### src/rtl/pbc_pkg.sv
// shared widths, action codes and defaults for the polyline lateral bound check
package pbc_pkg;

    localparam int COORD_W          = 32;
    localparam int PROD_W           = 2 * COORD_W;
    localparam int DIV_STEPS        = COORD_W;
    localparam int MAX_VERTICES_DEF = 64;
    localparam int S_TDATA_W        = 6 * COORD_W;
    localparam int M_TDATA_W        = 40;

    typedef enum logic [1:0] {
        ACT_CLEAR  = 2'd0,
        ACT_APPEND = 2'd1,
        ACT_QUERY  = 2'd2,
        ACT_NONE   = 2'd3
    } action_t;

endpackage

### src/rtl/pbc_vertex_mem.sv
// vertex store: one write port, one registered read port, (s,l) per entry
module pbc_vertex_mem
    import pbc_pkg::*;
#(
    parameter int DEPTH = MAX_VERTICES_DEF,
    localparam int AW = (DEPTH > 1) ? $clog2(DEPTH) : 1
)
(
    input  logic                clk,
    input  logic                we,
    input  logic [AW-1:0]       waddr,
    input  logic [COORD_W-1:0]  wdata_s,
    input  logic [COORD_W-1:0]  wdata_l,
    input  logic [AW-1:0]       raddr,
    output logic [COORD_W-1:0]  rdata_s,
    output logic [COORD_W-1:0]  rdata_l
);

    logic [2*COORD_W-1:0] mem [DEPTH];
    logic [2*COORD_W-1:0] rdata_reg;

    always_ff @(posedge clk)
    begin
        if (we)
        begin
            mem[waddr] <= {wdata_l, wdata_s};
        end
        rdata_reg <= mem[raddr];
    end

    assign rdata_s = rdata_reg[COORD_W-1:0];
    assign rdata_l = rdata_reg[2*COORD_W-1:COORD_W];

endmodule

### config.mk
export PLATFORM = sky130hd
export DESIGN_NAME = pbc_vertex_mem
export DESIGN_NICKNAME = d
export VERILOG_FILES = /design/src/rtl/pbc_pkg.sv /design/src/rtl/pbc_vertex_mem.sv
export SDC_FILE = /design/constraint.sdc
export NUM_CORES = 2
export LEC_CHECK = 0
export BUFFER_PORTS_ARGS = -buffer_cell sky130_fd_sc_hd__buf_2
export CORE_MARGIN = 1.5
export CORE_UTILIZATION = 30
export CTS_CLUSTER_SIZE = 16
export DETAILED_ROUTE_END_ITERATION = 7
export GPL_TIMING_DRIVEN = 0
export PLACE_DENSITY = 0.46
export SLEW_MARGIN = 15
export SYNTH_ARGS = -nofsm -noshare
export SYNTH_HDL_FRONTEND = slang
export SYNTH_SLANG_ARGS = --single-unit
### constraint.sdc
create_clock -name clk -period 8.4 [get_ports clk]
set_input_delay 1.26 -clock clk [delete_from_list [all_inputs] [get_ports clk]]
set_output_delay 1.26 -clock clk [all_outputs]
set_load 0.05 [all_outputs]
==> reports/qor.txt <==
Status: finished, final reports clean
Syn Inst Count: 6598
CTS buffer count: 432
Worst slew pin tran: 1.42 ns
Reg2reg path depth: 5
Routability cong.: 0.774
Overflow after GRT: 0
Clock Root Buffer: clkbuf_16
Synth area leaders: edfxtp_1 (79%), mux4_2 (15%), mux2i_1 (0.86%)
Reg-to-Reg End: rdata_reg[6]$_DFF_P_
Fin crit share: 62.1%
CP Capture Type: flop
#FFs+latches synth: 4160
Antenna violations before repair: 61
Die span in y: 725 um
DP Wirelength: 330000 um
PwrDens: 238 mW/mm2
Top Usage Layer GRT: met2
NumNets Final: 7528
Grt met2 use: 29.8%
Finished Cell Area: 0.186 mm2
I/O Buffers: 133
Critical R2R Launch: mem[49][6]$_DFFE_PP_
GRT Overall Usage: 17.8%
Pin count of the biggest net entering global routing: 65
F_max: 192 MHz
Static leakage: 0.0573 uW
Largest register FFs: 4096
DR WL/cell: 32.4 um
Core area: 0.518 mm2
Placement Rows: 264
Crit-path max FO: 10
Htree depth: 5
M3 GR Usage: 2.40%
Die W: 725 um
Effective utilization at floorplan: 30.2%
Worst Hold Class: in -> reg
Post-synth top area share: 78.7%
Min cycle time layout: 5.22 ns
Pre-antenna DRT Iters: 5
Final setup viols: 0
Top Ports: 142
Layout Utilization: 35.9%
Share of cells above drive strength 1: 30.3%
Worst slew margin: 5.31%
Ys flop type: edfxtp_1
Post-Syn Nets: 6676
CTS sink cnt: 4160
Max-Cap Viols: 0
Worst-Skew Late Latency: 1.02 ns
Synth cell types: 33
Drt first-iter violations: 8459
DP Area: 0.172 mm2
Post-Syn Area: 0.156 mm2
RSZ-0062 raised after global routing: no
Clk_skew: 0.0586 ns
Vias in the first global route: 78052
R2r setup slk: 5.34 ns
DRC Markers: 0
Max IR drop VDD: 0.168 mV
Clock buffer depth: 4
End of the critical path: rdata_reg[6]$_DFF_P_
Register area share after synthesis: 79.5%
Sum of negative setup slack: 0 ns
WS Path Type: in -> reg
Hold_ws: 0.479 ns
Via/cell ratio: 5.10
Total number of vias: 75294
Post-synth EDFFs: 4096
Worst Setup SP: raddr[2]
Mean Syn Cell Area: 23.7 um2
CTS tree: yes
Final Hold Viols: 0
First-pass GRT wire length: 655000 um
# hold bufs at CTS: 0
Antenna violation net count after detailed routing: 0
Clock slew seen by the registers of the worst setup and hold paths: 0.06 ns
Asr flop ratio synth: 0%
WP data required: 9.18 ns
Resized Gates After CTS: 0
Met1 Usage GRT: 24.5%
Post-CTS setup buffers: 0
Worst Hold Launch: wdata_l[6]
Critical path launch point type: input pin
Routed WL: 478000 um
Yosys warnings: 0
CP Data Arrival Time: 6.00 ns
Yosys top cell by area: edfxtp_1
Total die area: 0.526 mm2
Area Growth Syn to Fin: 18.8%
Max Slew Vio Count: 0
## cell usage in the layout, fill, tap and decap left out, drive strengths merged, types with 26 or more instances in the layout
master	netlist	final
edfxtp	4096	4096
mux4	1024	1024
clkbuf	140	649
buf	230	648
clkinv	0	216
a22oi	168	168
mux2i	135	135
nor2	112	112
a22o	88	88
o22ai	83	83
and3	64	64
dfxtp	64	64
a211oi	63	63
nand2	58	58
nand3	45	45
diode	0	38
o221ai	38	38
inv	19	38
bufinv	0	33
or3	29	29
or2	28	28
nor2b	28	28
a41oi	26	26
## per-stage QoR
stage / total power, uW / instances / setup WS (ns)
3_3_place_gp: 25900 / 13647 / -5.91
2_1_floorplan: 24700 / 6598 / 1.70
6_report: 44200 / 14757 / 3.18
5_1_grt: 45500 / 14732 / 3.36
3_5_place_dp: 26000 / 13930 / 2.14
4_1_cts: 44700 / 14717 / 3.27
## metal layers
| metal | share of wire, % | wire, um | up-vias |
|---|---|---|---|
| li1 | - | - | 30337 |
| met1 | 43 | 203000 | 41750 |
| met4 | 3.0 | 14400 | 4 |
| met3 | 5.6 | 26700 | 573 |
| met5 | 0.0056 | 27 | - |
| met2 | 49 | 234000 | 2630 |
## layout make-up
class	instances	area, um2
diodes	38	95.1
flip-flops and latches	4160	124000
clock inverters	278	2410
fillers	47571	332000
multi-input cells	2049	30800
well taps	6916	8650
inverters	19	71.3
clock buffers	509	11200
repair buffers	418	6550
plain buffers	370	1790
## cells in the mapped netlist (3+ instances only)
library cell  number
edfxtp_1        4096
mux4_2          1024
buf_2            170
a22oi_1          168
clkbuf_1         140
mux2i_1          135
nor2_1           112
a22o_1            88
o22ai_1           83
and3_1            64
dfxtp_1           64
a211oi_1          63
nand2_1           58
nand3_1           45
o221ai_1          38
buf_4             34
or3_1             29
nor2b_1           28
or2_2             28
a41oi_1           26
buf_1             20
a2bb2oi_1         19
inv_1             19
a31oi_1           18
nand2b_1          11
buf_6              6
and2_1             3
## how the worst min path moves through the flow
| stage | endpoint | cells after the start |
|---|---|---|
| 2_1_floorplan | rdata_reg[61]$_DFF_P_ | 4 |
| 3_3_place_gp | rdata_reg[32]$_DFF_P_ | 4 |
| 3_5_place_dp | rdata_reg[32]$_DFF_P_ | 4 |
| 4_1_cts | mem[51][17]$_DFFE_PP_ | 1 |
| 5_1_grt | mem[30][38]$_DFFE_PP_ | 1 |
| 6_report | mem[30][38]$_DFFE_PP_ | 1 |
## critical path: stages
cell and delay (ns):
buf_2 0.32, buf_4 0.37, buf_2 0.52, buf_2 0.73, buf_4 0.39, mux2i_1 0.15
o22ai_1 0.69, a31oi_1 0.32, a211oi_1 1.15
## kinds of logic (layout without fill, tap and decap cells)
family                 count (synthesis)  in the layout  share of synthesized area (%)
other                                  0             38                              0
buffers and inverters                389           1594                           1.18
multiplexers                        1159           1159                           15.6
AND/OR/NAND/NOR                      386            386                           1.24
AO/OA/AOI/OAI                        504            504                           2.48
flip-flops                          4160           4160                           79.5
## power breakdown
group / switching (uW) / total [uW] / internal (uW)
combinational: 1750 / 2530 / 776
sequential: 42.2 / 23000 / 23000
clock: 8160 / 18700 / 10500
total: 9960 / 44200 / 34300
Power figures use the tool's default switching activity.
